`src/hdl/etas_pkg.sv`:
```
// ----------------------------------------------------------------------------
// etas_pkg
// Shared codes and types of the expiry table aging sweep.
// ----------------------------------------------------------------------------
package etas_pkg;

   localparam int GRACE_W = 32;
   localparam logic [GRACE_W-1:0] GRACE_RESET = 32'd10;

   localparam logic [1:0] MODE_WRITE  = 2'd0;
   localparam logic [1:0] MODE_REMOVE = 2'd1;
   localparam logic [1:0] MODE_SWEEP  = 2'd2;

   localparam logic [1:0] KIND_EXPIRED = 2'd0;
   localparam logic [1:0] KIND_FREED   = 2'd1;
   localparam logic [1:0] KIND_SUMMARY = 2'd2;

   typedef struct packed {
      logic used;
      logic expired;
   } slot_flags_type;

   typedef struct packed {
      logic       emit;
      logic [1:0] kind;
      logic       clr_used;
      logic       set_expired;
      logic       keep;
      logic       take_min;
   } age_ctl_type;

endpackage

```
`src/hdl/etas_req_if.sv`:
```
// ----------------------------------------------------------------------------
// etas_req_if
// Request channel: table write, remove or sweep.
// ----------------------------------------------------------------------------
interface etas_req_if #(
   parameter int TIME_BITS = 32
);
   logic                 valid;
   logic                 ready;
   logic [1:0]           mode;
   logic [4:0]           slot;
   logic [TIME_BITS-1:0] expiry_time;
   logic [TIME_BITS-1:0] now_time;

   modport source (output valid, output mode, output slot, output expiry_time,
                   output now_time, input ready);
   modport sink   (input valid, input mode, input slot, input expiry_time,
                   input now_time, output ready);
endinterface

```
`src/hdl/etas_rsp_if.sv`:
```
// ----------------------------------------------------------------------------
// etas_rsp_if
// Result channel: expiry and free events, sweep summary.
// ----------------------------------------------------------------------------
interface etas_rsp_if #(
   parameter int TIME_BITS = 32
);
   logic               valid;
   logic               ready;
   logic [1:0]         event_kind;
   logic [4:0]         event_slot;
   logic [TIME_BITS:0] next_deadline;
   logic               deadline_valid;
   logic               last;

   modport source (output valid, output event_kind, output event_slot,
                   output next_deadline, output deadline_valid, output last,
                   input ready);
   modport sink   (input valid, input event_kind, input event_slot,
                   input next_deadline, input deadline_valid, input last,
                   output ready);
endinterface

```
`src/hdl/etas_csr_if.sv`:
```
// ----------------------------------------------------------------------------
// etas_csr_if
// Configuration write channel for the grace period register.
// ----------------------------------------------------------------------------
interface etas_csr_if;
   logic        valid;
   logic        ready;
   logic [31:0] wdata;

   modport source (output valid, output wdata, input ready);
   modport sink   (input valid, input wdata, output ready);
endinterface

```
`src/hdl/etas_slot_table.sv`:
```
// ----------------------------------------------------------------------------
// etas_slot_table
// Slot flags in flip-flops and deadline memory with a registered read port.
// ----------------------------------------------------------------------------
module etas_slot_table #(
   parameter int TABLE_DEPTH = 32,
   parameter int TIME_BITS   = 32,
   parameter int IDX_W       = 5
) (
   input  logic                    clock,
   input  logic                    reset,
   input  logic                    wr_en,
   input  logic [IDX_W-1:0]        wr_idx,
   input  logic [TIME_BITS-1:0]    wr_data,
   input  logic                    rd_en,
   input  logic [IDX_W-1:0]        rd_idx,
   output logic [TIME_BITS-1:0]    rd_data,
   input  logic                    upd_en,
   input  logic [IDX_W-1:0]        upd_idx,
   input  etas_pkg::slot_flags_type upd_flags,
   input  logic [IDX_W-1:0]        flag_idx,
   output etas_pkg::slot_flags_type flags
);

   logic [TIME_BITS-1:0]   deadline_mem [TABLE_DEPTH];
   logic [TIME_BITS-1:0]   rd_data_ff;
   logic [TABLE_DEPTH-1:0] used_ff;
   logic [TABLE_DEPTH-1:0] expired_ff;

   // deadline contents only matter while the used bit is set
   always_ff @(posedge clock) begin
      if (wr_en) begin
         deadline_mem[wr_idx] <= wr_data;
      end
      if (rd_en) begin
         rd_data_ff <= deadline_mem[rd_idx];
      end
   end

   always_ff @(posedge clock) begin
      if (reset) begin
         used_ff    <= '0;
         expired_ff <= '0;
      end else if (upd_en) begin
         used_ff[upd_idx]    <= upd_flags.used;
         expired_ff[upd_idx] <= upd_flags.expired;
      end
   end

   assign rd_data       = rd_data_ff;
   assign flags.used    = used_ff[flag_idx];
   assign flags.expired = expired_ff[flag_idx];

endmodule

```
`src/hdl/etas_age_unit.sv`:
```
// ----------------------------------------------------------------------------
// etas_age_unit
// Shared add and compare unit that judges one slot per sweep step.
// ----------------------------------------------------------------------------
module etas_age_unit #(
   parameter int TIME_BITS = 32
) (
   input  etas_pkg::slot_flags_type       flags,
   input  logic [TIME_BITS-1:0]           deadline,
   input  logic [TIME_BITS-1:0]           now,
   input  logic [etas_pkg::GRACE_W-1:0]   grace,
   input  logic [TIME_BITS:0]             run_min,
   input  logic                           run_any,
   output etas_pkg::age_ctl_type          ctl,
   output logic [TIME_BITS:0]             cand
);

   localparam int WIDE_W = TIME_BITS + 1;
   localparam int SUM_W  = ((TIME_BITS > etas_pkg::GRACE_W) ? TIME_BITS
                                                              : etas_pkg::GRACE_W) + 1;

   logic [SUM_W-1:0] sum;
   logic             past_grace;
   logic             due;
   logic             saturate;
   logic             aged;

   always_comb begin
      sum        = SUM_W'(deadline) + SUM_W'(grace);
      past_grace = SUM_W'(now) > sum;
      due        = deadline <= now;
      saturate   = sum > SUM_W'({WIDE_W{1'b1}});
      aged       = flags.expired || due;

      if (!aged) begin
         cand = WIDE_W'(deadline);
      end else if (saturate) begin
         cand = '1;
      end else begin
         cand = sum[WIDE_W-1:0];
      end

      ctl = '0;
      if (flags.used) begin
         if (flags.expired && past_grace) begin
            ctl.emit     = 1'b1;
            ctl.kind     = etas_pkg::KIND_FREED;
            ctl.clr_used = 1'b1;
         end else begin
            // a slot marked in this pass is kept until a later pass
            if (!flags.expired && due) begin
               ctl.emit        = 1'b1;
               ctl.kind        = etas_pkg::KIND_EXPIRED;
               ctl.set_expired = 1'b1;
            end
            ctl.keep     = 1'b1;
            ctl.take_min = !run_any || (cand < run_min);
         end
      end
   end

endmodule

```
`src/hdl/expiry_table_aging_sweep_core.sv`:
```
// ----------------------------------------------------------------------------
// expiry_table_aging_sweep_core
// Slot table with expiry marking, grace-period freeing and deadline summary.
// ----------------------------------------------------------------------------
// A write or remove request is taken while the block is idle and gives no
// result. A sweep request steps through the table one slot per cycle while the
// result side does not stall an event, bound by the single read port of the
// deadline memory feeding one shared add and compare unit; no request is
// taken until the sweep ends. Each slot marked expired or freed gives one
// event, and the summary (last = 1) ends the sweep. Slot flags reset at once,
// so no clearing pass is needed; the grace register may be written at any
// time the block is idle.
// ----------------------------------------------------------------------------
module expiry_table_aging_sweep_core #(
   parameter int TABLE_DEPTH = 32,
   parameter int TIME_BITS   = 32
) (
   input  logic         clock,
   input  logic         reset,
   etas_req_if.sink     req_if,
   etas_rsp_if.source   rsp_if,
   etas_csr_if.sink     csr_if
);

   localparam int IDX_W  = (TABLE_DEPTH > 1) ? $clog2(TABLE_DEPTH) : 1;
   localparam int CNT_W  = $clog2(TABLE_DEPTH + 1);
   localparam int WIDE_W = TIME_BITS + 1;

   localparam logic [1:0] ST_IDLE    = 2'd0;
   localparam logic [1:0] ST_SWEEP   = 2'd1;
   localparam logic [1:0] ST_SUMMARY = 2'd2;

   logic [1:0]                   state_ff, state_in;
   logic [CNT_W-1:0]             issue_cnt_ff, issue_cnt_in;
   logic                         ev_valid_ff, ev_valid_in;
   logic [IDX_W-1:0]             ev_idx_ff, ev_idx_in;
   logic [TIME_BITS-1:0]         now_ff, now_in;
   logic [WIDE_W-1:0]            min_ff, min_in;
   logic                         any_ff, any_in;
   logic [etas_pkg::GRACE_W-1:0] grace_ff;

   logic                         rsp_valid_ff, rsp_valid_in;
   logic [1:0]                   rsp_kind_ff;
   logic [4:0]                   rsp_slot_ff;
   logic [WIDE_W-1:0]            rsp_deadline_ff;
   logic                         rsp_dvalid_ff;
   logic                         rsp_last_ff;

   logic                         emit;
   logic [1:0]                   emit_kind;
   logic [4:0]                   emit_slot;
   logic [WIDE_W-1:0]            emit_deadline;
   logic                         emit_dvalid;
   logic                         emit_last;

   logic                         req_fire;
   logic                         slot_in_range;
   logic                         is_write;
   logic                         is_remove;
   logic                         out_blocked;
   logic                         advance;
   logic                         issue_done;
   logic [IDX_W-1:0]             issue_idx;

   logic                         rd_en;
   logic [TIME_BITS-1:0]         rd_data;
   logic                         upd_en;
   logic [IDX_W-1:0]             upd_idx;
   etas_pkg::slot_flags_type     upd_flags;
   etas_pkg::slot_flags_type     flags;
   etas_pkg::age_ctl_type        ctl;
   logic [WIDE_W-1:0]            cand;

   assign req_if.ready  = (state_ff == ST_IDLE);
   assign csr_if.ready  = 1'b1;
   assign req_fire      = req_if.valid && req_if.ready;
   assign slot_in_range = 7'(req_if.slot) < 7'(TABLE_DEPTH);
   assign is_write      = req_if.mode == etas_pkg::MODE_WRITE;
   assign is_remove     = req_if.mode == etas_pkg::MODE_REMOVE;

   assign out_blocked = rsp_valid_ff && !rsp_if.ready;
   // hold the sweep while an event waits for a full output register
   assign advance     = !(ev_valid_ff && ctl.emit && out_blocked);
   assign issue_done  = issue_cnt_ff == CNT_W'(TABLE_DEPTH);
   assign issue_idx   = issue_cnt_ff[IDX_W-1:0];

   etas_slot_table #(
      .TABLE_DEPTH (TABLE_DEPTH),
      .TIME_BITS   (TIME_BITS),
      .IDX_W       (IDX_W)
   ) u_table (
      .clock     (clock),
      .reset     (reset),
      .wr_en     (req_fire && is_write && slot_in_range),
      .wr_idx    (IDX_W'(req_if.slot)),
      .wr_data   (req_if.expiry_time),
      .rd_en     (rd_en),
      .rd_idx    (issue_idx),
      .rd_data   (rd_data),
      .upd_en    (upd_en),
      .upd_idx   (upd_idx),
      .upd_flags (upd_flags),
      .flag_idx  (ev_idx_ff),
      .flags     (flags)
   );

   etas_age_unit #(
      .TIME_BITS (TIME_BITS)
   ) u_age (
      .flags    (flags),
      .deadline (rd_data),
      .now      (now_ff),
      .grace    (grace_ff),
      .run_min  (min_ff),
      .run_any  (any_ff),
      .ctl      (ctl),
      .cand     (cand)
   );

   always_comb begin
      upd_en    = 1'b0;
      upd_idx   = ev_idx_ff;
      upd_flags = '0;
      if (req_fire && (is_write || is_remove) && slot_in_range) begin
         upd_en         = 1'b1;
         upd_idx        = IDX_W'(req_if.slot);
         upd_flags.used = is_write;
      end else if ((state_ff == ST_SWEEP) && ev_valid_ff && advance
                   && (ctl.clr_used || ctl.set_expired)) begin
         upd_en            = 1'b1;
         upd_flags.used    = !ctl.clr_used;
         upd_flags.expired = ctl.set_expired;
      end
   end

   always_comb begin
      state_in      = state_ff;
      issue_cnt_in  = issue_cnt_ff;
      ev_valid_in   = ev_valid_ff;
      ev_idx_in     = ev_idx_ff;
      now_in        = now_ff;
      min_in        = min_ff;
      any_in        = any_ff;
      rd_en         = 1'b0;
      emit          = 1'b0;
      emit_kind     = ctl.kind;
      emit_slot     = 5'(ev_idx_ff);
      emit_deadline = '0;
      emit_dvalid   = 1'b0;
      emit_last     = 1'b0;

      case (state_ff)
         ST_IDLE: begin
            if (req_fire && (req_if.mode == etas_pkg::MODE_SWEEP)) begin
               state_in     = ST_SWEEP;
               issue_cnt_in = '0;
               ev_valid_in  = 1'b0;
               now_in       = req_if.now_time;
               min_in       = '1;
               any_in       = 1'b0;
            end
         end
         ST_SWEEP: begin
            if (advance) begin
               if (!issue_done) begin
                  rd_en        = 1'b1;
                  ev_valid_in  = 1'b1;
                  ev_idx_in    = issue_idx;
                  issue_cnt_in = issue_cnt_ff + 1'b1;
               end else begin
                  ev_valid_in = 1'b0;
                  state_in    = ST_SUMMARY;
               end
               if (ev_valid_ff) begin
                  emit = ctl.emit;
                  if (ctl.keep) begin
                     any_in = 1'b1;
                  end
                  if (ctl.take_min) begin
                     min_in = cand;
                  end
               end
            end
         end
         ST_SUMMARY: begin
            if (!out_blocked) begin
               emit          = 1'b1;
               emit_kind     = etas_pkg::KIND_SUMMARY;
               emit_slot     = '0;
               emit_deadline = any_ff ? min_ff : '0;
               emit_dvalid   = any_ff;
               emit_last     = 1'b1;
               state_in      = ST_IDLE;
            end
         end
         default: begin
            state_in = ST_IDLE;
         end
      endcase
   end

   always_comb begin
      if (emit) begin
         rsp_valid_in = 1'b1;
      end else if (rsp_if.ready) begin
         rsp_valid_in = 1'b0;
      end else begin
         rsp_valid_in = rsp_valid_ff;
      end
   end

   always_ff @(posedge clock) begin
      if (reset) begin
         state_ff     <= ST_IDLE;
         issue_cnt_ff <= '0;
         ev_valid_ff  <= 1'b0;
         any_ff       <= 1'b0;
         min_ff       <= '1;
         grace_ff     <= etas_pkg::GRACE_RESET;
         rsp_valid_ff <= 1'b0;
      end else begin
         state_ff     <= state_in;
         issue_cnt_ff <= issue_cnt_in;
         ev_valid_ff  <= ev_valid_in;
         any_ff       <= any_in;
         min_ff       <= min_in;
         rsp_valid_ff <= rsp_valid_in;
         if (csr_if.valid && csr_if.ready) begin
            grace_ff <= csr_if.wdata;
         end
      end
   end

   always_ff @(posedge clock) begin
      ev_idx_ff <= ev_idx_in;
      now_ff    <= now_in;
      if (emit) begin
         rsp_kind_ff     <= emit_kind;
         rsp_slot_ff     <= emit_slot;
         rsp_deadline_ff <= emit_deadline;
         rsp_dvalid_ff   <= emit_dvalid;
         rsp_last_ff     <= emit_last;
      end
   end

   assign rsp_if.valid          = rsp_valid_ff;
   assign rsp_if.event_kind     = rsp_kind_ff;
   assign rsp_if.event_slot     = rsp_slot_ff;
   assign rsp_if.next_deadline  = rsp_deadline_ff;
   assign rsp_if.deadline_valid = rsp_dvalid_ff;
   assign rsp_if.last           = rsp_last_ff;

`ifndef SYNTHESIS
   a_last_is_summary: assert property (@(posedge clock) disable iff (reset)
      rsp_valid_ff |-> (rsp_last_ff == (rsp_kind_ff == etas_pkg::KIND_SUMMARY)))
      else $error("last flag and summary kind disagree");

   a_no_deadline_zero: assert property (@(posedge clock) disable iff (reset)
      (rsp_valid_ff && !rsp_dvalid_ff) |-> (rsp_deadline_ff == '0))
      else $error("deadline without valid flag");

   a_event_on_used: assert property (@(posedge clock) disable iff (reset)
      ((state_ff == ST_SWEEP) && ev_valid_ff && ctl.emit) |-> flags.used)
      else $error("event raised for a free slot");

   a_issue_bound: assert property (@(posedge clock) disable iff (reset)
      issue_cnt_ff <= CNT_W'(TABLE_DEPTH))
      else $error("sweep counter ran past the table");
`endif

endmodule

```
`src/flat_wrapper.sv`:
```
// flat-port wrapper written by rule: the top's interface ports become plain ports
module expiry_table_aging_sweep_core_flat 
#(
   parameter int TABLE_DEPTH = 32,
   parameter int TIME_BITS   = 32
)
  (clock, reset, req_if_valid, req_if_mode, req_if_slot, req_if_expiry_time, req_if_now_time, req_if_ready, rsp_if_valid, rsp_if_event_kind, rsp_if_event_slot, rsp_if_next_deadline, rsp_if_deadline_valid, rsp_if_last, rsp_if_ready, csr_if_valid, csr_if_wdata, csr_if_ready);
  etas_req_if #(.TIME_BITS(TIME_BITS)) req_if_i ();
  etas_rsp_if #(.TIME_BITS(TIME_BITS)) rsp_if_i ();
  etas_csr_if csr_if_i ();
  input  logic clock;
  input  logic reset;
  input wire logic [$bits(req_if_i.valid)-1:0] req_if_valid;
  input wire logic [$bits(req_if_i.mode)-1:0] req_if_mode;
  input wire logic [$bits(req_if_i.slot)-1:0] req_if_slot;
  input wire logic [$bits(req_if_i.expiry_time)-1:0] req_if_expiry_time;
  input wire logic [$bits(req_if_i.now_time)-1:0] req_if_now_time;
  output wire logic [$bits(req_if_i.ready)-1:0] req_if_ready;
  output wire logic [$bits(rsp_if_i.valid)-1:0] rsp_if_valid;
  output wire logic [$bits(rsp_if_i.event_kind)-1:0] rsp_if_event_kind;
  output wire logic [$bits(rsp_if_i.event_slot)-1:0] rsp_if_event_slot;
  output wire logic [$bits(rsp_if_i.next_deadline)-1:0] rsp_if_next_deadline;
  output wire logic [$bits(rsp_if_i.deadline_valid)-1:0] rsp_if_deadline_valid;
  output wire logic [$bits(rsp_if_i.last)-1:0] rsp_if_last;
  input wire logic [$bits(rsp_if_i.ready)-1:0] rsp_if_ready;
  input wire logic [$bits(csr_if_i.valid)-1:0] csr_if_valid;
  input wire logic [$bits(csr_if_i.wdata)-1:0] csr_if_wdata;
  output wire logic [$bits(csr_if_i.ready)-1:0] csr_if_ready;
  assign req_if_i.valid = req_if_valid;
  assign req_if_i.mode = req_if_mode;
  assign req_if_i.slot = req_if_slot;
  assign req_if_i.expiry_time = req_if_expiry_time;
  assign req_if_i.now_time = req_if_now_time;
  assign req_if_ready = req_if_i.ready;
  assign rsp_if_valid = rsp_if_i.valid;
  assign rsp_if_event_kind = rsp_if_i.event_kind;
  assign rsp_if_event_slot = rsp_if_i.event_slot;
  assign rsp_if_next_deadline = rsp_if_i.next_deadline;
  assign rsp_if_deadline_valid = rsp_if_i.deadline_valid;
  assign rsp_if_last = rsp_if_i.last;
  assign rsp_if_i.ready = rsp_if_ready;
  assign csr_if_i.valid = csr_if_valid;
  assign csr_if_i.wdata = csr_if_wdata;
  assign csr_if_ready = csr_if_i.ready;
  expiry_table_aging_sweep_core #(.TABLE_DEPTH(TABLE_DEPTH), .TIME_BITS(TIME_BITS)) u_core (.clock(clock), .reset(reset), .req_if(req_if_i), .rsp_if(rsp_if_i), .csr_if(csr_if_i));
endmodule
```
`config.mk`:
```
export PLATFORM = sky130hd
export DESIGN_NAME = expiry_table_aging_sweep_core_flat
export DESIGN_NICKNAME = d
export VERILOG_FILES = /design/src/hdl/etas_pkg.sv /design/src/hdl/etas_req_if.sv /design/src/hdl/etas_rsp_if.sv /design/src/hdl/etas_csr_if.sv /design/src/hdl/etas_slot_table.sv /design/src/hdl/etas_age_unit.sv /design/src/hdl/expiry_table_aging_sweep_core.sv /design/src/flat_wrapper.sv
export SDC_FILE = /design/constraint.sdc
export NUM_CORES = 2
export LEC_CHECK = 0
export BUFFER_PORTS_ARGS = -buffer_cell sky130_fd_sc_hd__buf_2
export CAP_MARGIN = 30
export CORE_MARGIN = 1.5
export CORE_UTILIZATION = 52
export CTS_BUF_LIST = sky130_fd_sc_hd__clkbuf_4
export DETAILED_ROUTE_END_ITERATION = 12
export GPL_TIMING_DRIVEN = 0
export PLACE_DENSITY = 0.68
export SLEW_MARGIN = 5
export SYNTH_ARGS = -nofsm -noshare
export SYNTH_HDL_FRONTEND = slang
export SYNTH_SLANG_ARGS = --single-unit
```
`constraint.sdc`:
```
create_clock -name clock -period 7.2 [get_ports clock]
set_clock_uncertainty 0.05 [all_clocks]
set_input_delay 0.36 -clock clock [delete_from_list [all_inputs] [get_ports clock]]
set_output_delay 0.36 -clock clock [all_outputs]
set_load 0.1 [all_outputs]
```
* After elaboration in Yosys (flattened, before gate mapping)
Memories as Yosys holds them, arrays and structs flattened. A register that Yosys moved wholly into a read port is not among the register bits. Index checks and enable logic that the tools add are counted.
Operators by class: add/sub/neg operators 2, $lt $le $gt $ge 7, equality and inequality tests 13, mux-type cells 58, bitwise gates (word level) 4, reduce and logical (&&, ||, !) cells 35
Operators by type and width (number):
- $mux 33 | 6
- $pmux 33 s2 | 1
- $bwmux 32 | 2
- $add 32x32->33 | 1
- $gt 32x33->1 | 1
- $gt 33x33->1 const B | 1
- $lt 33x33->1 | 1
- $le 32x32->1 | 1
- $mux 1 | 24
- $mux 6 | 3
- $mux 5 | 3
- $mux 2 | 7
- $logic_and 1x1->1 | 13
- $lt 5x6->1 const B | 2
- $pmux 6 s2 | 1
- $bmux 1 s5 | 2
- $reduce_and 5->1 | 2
- $mux 3 | 3
- $ne 2x1->1 const B | 4
- $ne 2x2->1 const B | 4
- $reduce_and 4->1 | 2
- $mux 7 | 1
- $add 6x1->6 const B | 1
- $eq 6x6->1 const B | 1
- other kinds (15) | 32
Storage, ports and cells: flip-flop bits (word level) 219, bits in writable memories 1024, output and inout bits 45, logic and storage cells 136, memories 1
Memory list:
- u_core.u_table.deadline_mem | words 32, bits a word 32, rd ports 1, clocked after memory_dff 1, wr ports 1, RTL line etas_slot_table.sv:25 | logic [TIME_BITS-1:0] deadline_mem [TABLE_DEPTH];

* Depth between registers and ports, before layout
word-level depth 16, gate-level depth with buffers 22, gate-level depth less buffers 21

* Modules after synthesis
A second synthesis with hierarchy kept.
Unflattened totals: cells, all modules 3857, area total of the unflattened synthesis 54863.9 um2
Modules (own cells, without submodules):
- etas_slot_table | times used 1, cells an instance 2666, area an instance 43932.1 um2, seq. area each 32991.6 um2
- expiry_table_aging_sweep_core | times used 1, cells an instance 502, area an instance 6123.4 um2, seq. area each 3893.7 um2
- etas_age_unit | times used 1, cells an instance 689, area an instance 4808.4 um2, seq. area each 0.0 um2

* Least setup slack after synthesis
No wires, ideal clock.
path kind register to register, start point register u_core.u_table.rd_data_ff[0], in the netlist u_core.u_table.rd_data[0], read port of u_core.u_table.deadline_mem, end point register u_core.rsp_dvalid_ff, in the netlist u_core.rsp_if.deadline_valid, enable pin, arrival 5.928 ns, path slack 0.783 ns, cell stages (with the launch flop) 20, buffers on the path 0, clock period less this slack 6.417 ns, cells stage by stage edfxtp_1 -> ha_1 -> inv_1 -> fa_1 -> nor2b_1 -> o31a_1 -> a211oi_2 -> a31oi_1 -> a21o_1 -> a31o_2 -> or2_2 -> ha_1 -> nand4_1 -> nor4_1 -> o311a_1 -> a211oi_1 -> o31ai_4 -> nor2b_1 -> o21ai_0 -> nor2_1
Between the ends: cells in the longest elaborated chain, start to end 9
Ends and longest elaborated chain:
- start: declaration | RTL line etas_slot_table.sv:26 | logic [TIME_BITS-1:0] rd_data_ff;
- $add 32x32->33 or $le 32x32->1 (tied branches) | RTL line etas_age_unit.sv:29, etas_age_unit.sv:31
- $gt 32x33->1 or $logic_and 1x1->1 (tied branches) | RTL line etas_age_unit.sv:30, etas_age_unit.sv:51
- $logic_and 1x1->1 or $mux 3 (tied branches) | RTL line etas_age_unit.sv:45, etas_age_unit.sv:51
- $mux 3 (*) | RTL line etas_age_unit.sv:45 | if (flags.expired && past_grace) begin
- $mux 7 (*) | RTL line etas_age_unit.sv:44 | if (flags.used) begin
- $logic_and 1x1->1 (2 in a row) | RTL line expiry_table_aging_sweep_core.sv:83 | assign advance = !(ev_valid_ff && ctl.emit && out_blocked);
- $mux 1 (*) | RTL line expiry_table_aging_sweep_core.sv:164 | if (advance) begin
- $pmux 1 s2 (*) | RTL line expiry_table_aging_sweep_core.sv:152 | case (state_ff)
- named net u_core.emit | RTL line expiry_table_aging_sweep_core.sv:49 | logic emit;
- end signal: assignment | RTL line expiry_table_aging_sweep_core.sv:241 | rsp_dvalid_ff <= emit_dvalid;
- end: declaration | RTL line expiry_table_aging_sweep_core.sv:46 | logic rsp_dvalid_ff;
The timed path passes the listed nets; every way through them passes the cells marked *. A chain may end at the register's enable or synchronous reset.

* Worst setup path after layout
start point register u_core.u_table.rd_data_ff[0], in the netlist u_core.u_table.rd_data[0], read port of u_core.u_table.deadline_mem, end point register u_core.rsp_deadline_ff[13], in the netlist u_core.rsp_if.next_deadline[13], enable pin
Between the ends: cells in the longest elaborated chain, start to end 9
Ends and longest elaborated chain:
- $add 32x32->33 or $le 32x32->1 (tied branches) | RTL line etas_age_unit.sv:29, etas_age_unit.sv:31
- $gt 32x33->1 or $logic_and 1x1->1 (tied branches) | RTL line etas_age_unit.sv:30, etas_age_unit.sv:51
- $logic_and 1x1->1 or $mux 3 (tied branches) | RTL line etas_age_unit.sv:45, etas_age_unit.sv:51
- $mux 3 (*) | RTL line etas_age_unit.sv:45
- $mux 7 (*) | RTL line etas_age_unit.sv:44
- $logic_and 1x1->1 (2 in a row) | RTL line expiry_table_aging_sweep_core.sv:83
- $mux 1 (*) | RTL line expiry_table_aging_sweep_core.sv:164
- $pmux 1 s2 (*) | RTL line expiry_table_aging_sweep_core.sv:152
- named net u_core.emit | RTL line expiry_table_aging_sweep_core.sv:49
- end signal: assignment | RTL line expiry_table_aging_sweep_core.sv:240 | rsp_deadline_ff <= emit_deadline;
- end: declaration | RTL line expiry_table_aging_sweep_core.sv:45 | logic [WIDE_W-1:0] rsp_deadline_ff;
Marked as above.

==> results.sh <==
export IMPL_outcome="complete, no violations"
export IMPL_fp_row_count=117
export IMPL_grt_remaining_overflow=0
export IMPL_drt_antenna_violating_nets=0
export IMPL_first_pass_iters=5
export IMPL_drt_iter0_drc=3571
export IMPL_worstSkewPairLatency_ns=1.22
export IMPL_r2r_start="u_core.u_table.rd_data[0]$_DFFE_PP_"
export IMPL_critical_path_endpoint="u_core.rsp_if.next_deadline[13]$_SDFFCE_PP0P_"
export IMPL_p_total_mw=17.6
export IMPL_synth_area_per_inst_um2=17.8
export IMPL_critical_path_cell_chain="ha_1 > inv_1 > fa_1 > nor2b_1 > o31a_1 > a21oi_1 > a2bb2oi_1 > o21ai_0 > a21oi_1 > xor2_1 > inv_1 > ha_1 > nand4_1 > nor4_1 > buf_2 > o311a_1 > a211oi_2 > o31ai_4 > nor2b_1 > o21ai_0 > nor2_4 > buf_12"
export IMPL_critical_path_cell_count=22
export IMPL_sequential_cell_area_mm2=0.0369
export IMPL_critical_path_buf_inv_count=4
export IMPL_post_cts_repair_setup_buffers=0
export IMPL_final_min_period_over_clock_period_pct=91.9
export IMPL_syn_instance_count=2982
export IMPL_die_area_mm2=0.104
export IMPL_r2r_slack_ns=0.58
export IMPL_cell_family_contributing_the_most_delay_on_the_critical_path="compound AO/OA/AOI/OAI gates"
export IMPL_tritoncts="built"
export IMPL_track_usage_pct=28.0
export IMPL_chipHeight_um=323
export IMPL_setup_violations=0
export IMPL_dpl_instance_area_mm2=0.0572
export IMPL_nNetsFinal=3972
export IMPL_cts_max_level=5
export IMPL_detail_route_wl_per_cell_um=27.0
export IMPL_design_area_mm2=0.0631
export IMPL_clock_root_buffer="sky130_fd_sc_hd__clkbuf_4"
export IMPL_cp_max_fo=35
export IMPL_tightestPinTransition_ns=1.05
export IMPL_critical_path_slowest_cell="sky130_fd_sc_hd__a2bb2oi_1"
export IMPL_fillers=7368
export IMPL_hold_violations=0
export IMPL_yosys_warnings=0
export IMPL_reg2reg_depth=22
export IMPL_synth_edff_count=1134
export IMPL_hp_class="in2reg"
export IMPL_cp_launch_type="flop"
export IMPL_timing_max_slew_rel_slack_pct=30.3
export IMPL_mappedNetlistArea_mm2=0.0532
export IMPL_max_clock_freq_ghz=0.151
export IMPL_vias_in_the_first_global_route=32600
export IMPL_hpwl_um=97300
export IMPL_timing_final_max_slew_violations=0
export IMPL_critical_path_arrival_ns=7.34
export IMPL_timing_setup_critical_path_class="reg2reg"
export IMPL_unrepaired_setup_endpoints_after_global_routing="no"
export IMPL_ios=153
export IMPL_grt_first_pass_wirelength_um=209000
export IMPL_leakagePower_nw=21.9
export IMPL_multi_input_area_mm2=0.0157
export IMPL_vias=31500
export IMPL_drt_vias_per_instance=5.90
export IMPL_initial_utilization_pct=52.4
export IMPL_horizontal_die_dimension_um=323
export IMPL_postRouteWirelength_um=144000
export IMPL_finalNonFillerCells=5332
export IMPL_globalplace_congestion=0.956
export IMPL_power_per_cell_area_mw_per_mm2=280
export IMPL_synthToLayoutAreaGrowth_pct=18.7
export IMPL_synth_main_ff_cell="sky130_fd_sc_hd__edfxtp_1"
export IMPL_clock_tree_buffer_depth=4
export IMPL_crit_path_start="u_core.u_table.rd_data[0]$_DFFE_PP_"
export IMPL_layout_drive_gt1_share_pct=29.1
export IMPL_drc=0
export IMPL_ys_seq_area_share_pct=69.3
export IMPL_slowest_delay_ns=0.51
export IMPL_ys_ff_latch=1274
export IMPL_vdd_ir_drop_max_uv=219
export IMPL_clkSinkCount=1274
export IMPL_grt_antenna_before_repair=13
export IMPL_grt_start_max_net_pins=36
export IMPL_timing_final_crit_period_ns=6.62
export IMPL_required_ns=7.93
export IMPL_core_area_mm2=0.102
export IMPL_synth_cell_type_count=80
export IMPL_async_flop_share_pct=0
export IMPL_synth_nets=3224
export IMPL_worst_setup_path_end_kind="flop"
export IMPL_fin_setup_tns_ns=0
export IMPL_clk_pin_slew_worst_paths_ns=0.06
export IMPL_final_core_utilization_pct=62.1
export IMPL_drv_max_cap_violation_count=0
export IMPL_cts_buffers_inserted=337
export IMPL_port_buffers=148
export IMPL_placedCellCount=4569
export IMPL_r2r_end="u_core.rsp_if.next_deadline[13]$_SDFFCE_PP0P_"
[timing repair]
action	4_1_cts	5_1_grt
gates resized for setup	0	1
endpoints found under the hold margin	1293	184
hold buffers	183	1
setup endpoints to repair	0	1
[per-layer routing]
| metal | global-route usage [%] | vias up | share of wire (%) |
|---|---|---|---|
| met5 | 0 | - | 0.019 |
| met4 | 10.8 | 4 | 3.0 |
| met3 | 5.63 | 285 | 8.0 |
| met2 | 46.3 | 1553 | 50 |
| met1 | 36.9 | 16000 | 39 |
| li1 | - | 13600 | - |
[flip-flops by register name, indices dropped and copies added (netlist names), 2 cells and up]
signal                       count
u_core.u_table.expired_ff       32
u_core.rsp_if.next_deadline     33
u_core.min_ff                   33
u_core.rsp_if.event_slot         5
u_core.rsp_if.event_kind         2
u_core.u_table.deadline_mem   1024
u_core.u_table.used_ff          32
u_core.issue_cnt_ff              6
u_core.state_ff                  2
u_core.now_ff                   32
u_core.ev_idx_ff                 5
u_core.grace_ff                 32
u_core.u_table.rd_data          32
[worst min path at each step]
| stage | startpoint | end | slack, ns | depth (start not counted) |
|---|---|---|---|---|
| floorplan | u_core.issue_cnt_ff[2]$_SDFFE_PP0P_ | u_core.ev_idx_ff[2]$_DFFE_PP_ | 0.36 | 0 |
| global placement | u_core.issue_cnt_ff[4]$_SDFFE_PP0P_ | u_core.ev_idx_ff[4]$_DFFE_PP_ | 0.37 | 0 |
| detailed placement | u_core.issue_cnt_ff[4]$_SDFFE_PP0P_ | u_core.ev_idx_ff[4]$_DFFE_PP_ | 0.37 | 0 |
| CTS | req_if_expiry_time[1] | u_core.u_table.deadline_mem[16][1]$_DFFE_PP_ | 0.002 | 2 |
| global route | req_if_expiry_time[2] | u_core.u_table.deadline_mem[2][2]$_DFFE_PP_ | 0.05 | 2 |
| finish | csr_if_wdata[12] | u_core.grace_ff[12]$_SDFFE_PP0P_ | 0.12 | 4 |
[cells in the final DEF, fill, tap and decap left out, drive strengths merged, types with 9 or more instances in the layout]
cell type    Yosys  routed
inv             87      92
mux4           324     324
diode            0      11
a211oi          12      12
nor2b           18      18
dfxtp          140     140
nor3            13      13
o21ai           72      72
nand2          155     155
mux2            33      33
nand2b          22      22
a22oi           11      11
nand4           21      21
clkinv           0      77
o211ai          14      14
nor2           178     178
clkbuf          99     574
ha             133     133
buf             40     264
mux2i          152     152
xnor2           12      12
and3             9       9
and2            44      44
edfxtp        1134    1134
nand3           18      18
or2             10      10
a21oi           79      79
xor2            17      17
a21o            26      26
dlygate4sd3      0     184
[cells by family (layout without fill, tap and decap cells)]
group	count (synthesis)	after routing	synth area share (%)
other	1	12	0.00705
adder cells (fa/ha/maj)	134	134	3.17
AO/OA/AOI/OAI	284	284	3.44
flip-flops	1274	1274	69.3
AND/OR/NAND/NOR	525	525	4.65
buffers and inverters	226	1197	1.69
multiplexers	509	509	17.3
XOR/XNOR	29	29	0.477
[cell type report]
class / instances / share of cell area [%]
Tap cell: 1368 / 2.71
Buffer: 139 / 0.910
Multi-Input combinational cell: 1482 / 24.9
Clock buffer: 475 / 5.65
Antenna cell: 11 / 0.0436
Sequential cell: 1274 / 58.4
Timing Repair Buffer: 409 / 6.22
Inverter: 87 / 0.517
Clock inverter: 87 / 0.692
[power by group]
part | switching, mW | internal [mW] | total, mW
Combinational | 1.95 | 1.35 | 3.30
Sequential | 0.120 | 8.22 | 8.34
Clock | 2.87 | 3.13 | 6.00
[worst register-to-register path, stage by stage (launching register included)]
cell and delay (ns):
sky130_fd_sc_hd__edfxtp_1 0.50, sky130_fd_sc_hd__ha_1 0.28, sky130_fd_sc_hd__inv_1 0.08, sky130_fd_sc_hd__fa_1 0.47, sky130_fd_sc_hd__nor2b_1 0.17, sky130_fd_sc_hd__o31a_1 0.28
sky130_fd_sc_hd__a21oi_1 0.15, sky130_fd_sc_hd__a2bb2oi_1 0.51, sky130_fd_sc_hd__o21ai_0 0.20, sky130_fd_sc_hd__a21oi_1 0.25, sky130_fd_sc_hd__xor2_1 0.27, sky130_fd_sc_hd__inv_1 0.08
sky130_fd_sc_hd__ha_1 0.37, sky130_fd_sc_hd__nand4_1 0.21, sky130_fd_sc_hd__nor4_1 0.36, sky130_fd_sc_hd__buf_2 0.25, sky130_fd_sc_hd__o311a_1 0.23, sky130_fd_sc_hd__a211oi_2 0.08
sky130_fd_sc_hd__o31ai_4 0.49, sky130_fd_sc_hd__nor2b_1 0.30, sky130_fd_sc_hd__o21ai_0 0.20, sky130_fd_sc_hd__nor2_4 0.26, sky130_fd_sc_hd__buf_12 0.25
[synthesized netlist by cell type, types with 6 or more instances]
master / instances / share of area [%]
sky130_fd_sc_hd__a211oi_1: 11 / 0.16
sky130_fd_sc_hd__a21o_1: 26 / 0.37
sky130_fd_sc_hd__a21oi_1: 78 / 0.73
sky130_fd_sc_hd__a22oi_1: 11 / 0.16
sky130_fd_sc_hd__a31oi_1: 7 / 0.082
sky130_fd_sc_hd__and2_1: 44 / 0.52
sky130_fd_sc_hd__and3_1: 9 / 0.11
sky130_fd_sc_hd__and4_1: 7 / 0.12
sky130_fd_sc_hd__buf_1: 26 / 0.18
sky130_fd_sc_hd__buf_4: 6 / 0.085
sky130_fd_sc_hd__clkbuf_1: 99 / 0.70
sky130_fd_sc_hd__dfxtp_1: 140 / 5.3
sky130_fd_sc_hd__edfxtp_1: 1134 / 64
sky130_fd_sc_hd__ha_1: 133 / 3.1
sky130_fd_sc_hd__inv_1: 86 / 0.61
sky130_fd_sc_hd__mux2_2: 33 / 0.70
sky130_fd_sc_hd__mux2i_1: 152 / 2.9
sky130_fd_sc_hd__mux4_2: 324 / 14
sky130_fd_sc_hd__nand2_1: 154 / 1.1
sky130_fd_sc_hd__nand2b_1: 22 / 0.26
sky130_fd_sc_hd__nand3_1: 18 / 0.17
sky130_fd_sc_hd__nand3b_1: 7 / 0.099
sky130_fd_sc_hd__nand4_1: 21 / 0.25
sky130_fd_sc_hd__nor2_1: 178 / 1.3
sky130_fd_sc_hd__nor2b_1: 18 / 0.21
sky130_fd_sc_hd__nor3_1: 12 / 0.11
sky130_fd_sc_hd__o211ai_1: 14 / 0.20
sky130_fd_sc_hd__o21a_1: 7 / 0.099
sky130_fd_sc_hd__o21ai_0: 68 / 0.64
sky130_fd_sc_hd__o21bai_1: 6 / 0.085
sky130_fd_sc_hd__or2_2: 8 / 0.094
sky130_fd_sc_hd__or3_1: 6 / 0.071
sky130_fd_sc_hd__xnor2_1: 12 / 0.20
sky130_fd_sc_hd__xor2_1: 17 / 0.28
[through the flow]
stage	hold slack, ns	worst slack [ns]
2_1_floorplan	0.356	0.783
3_3_place_gp	0.372	-1.64
3_5_place_dp	0.374	0.504
4_1_cts	0.00168	0.406
5_1_grt	0.0522	0.122
6_report	0.121	0.583
Power figures use the tool's default switching activity.
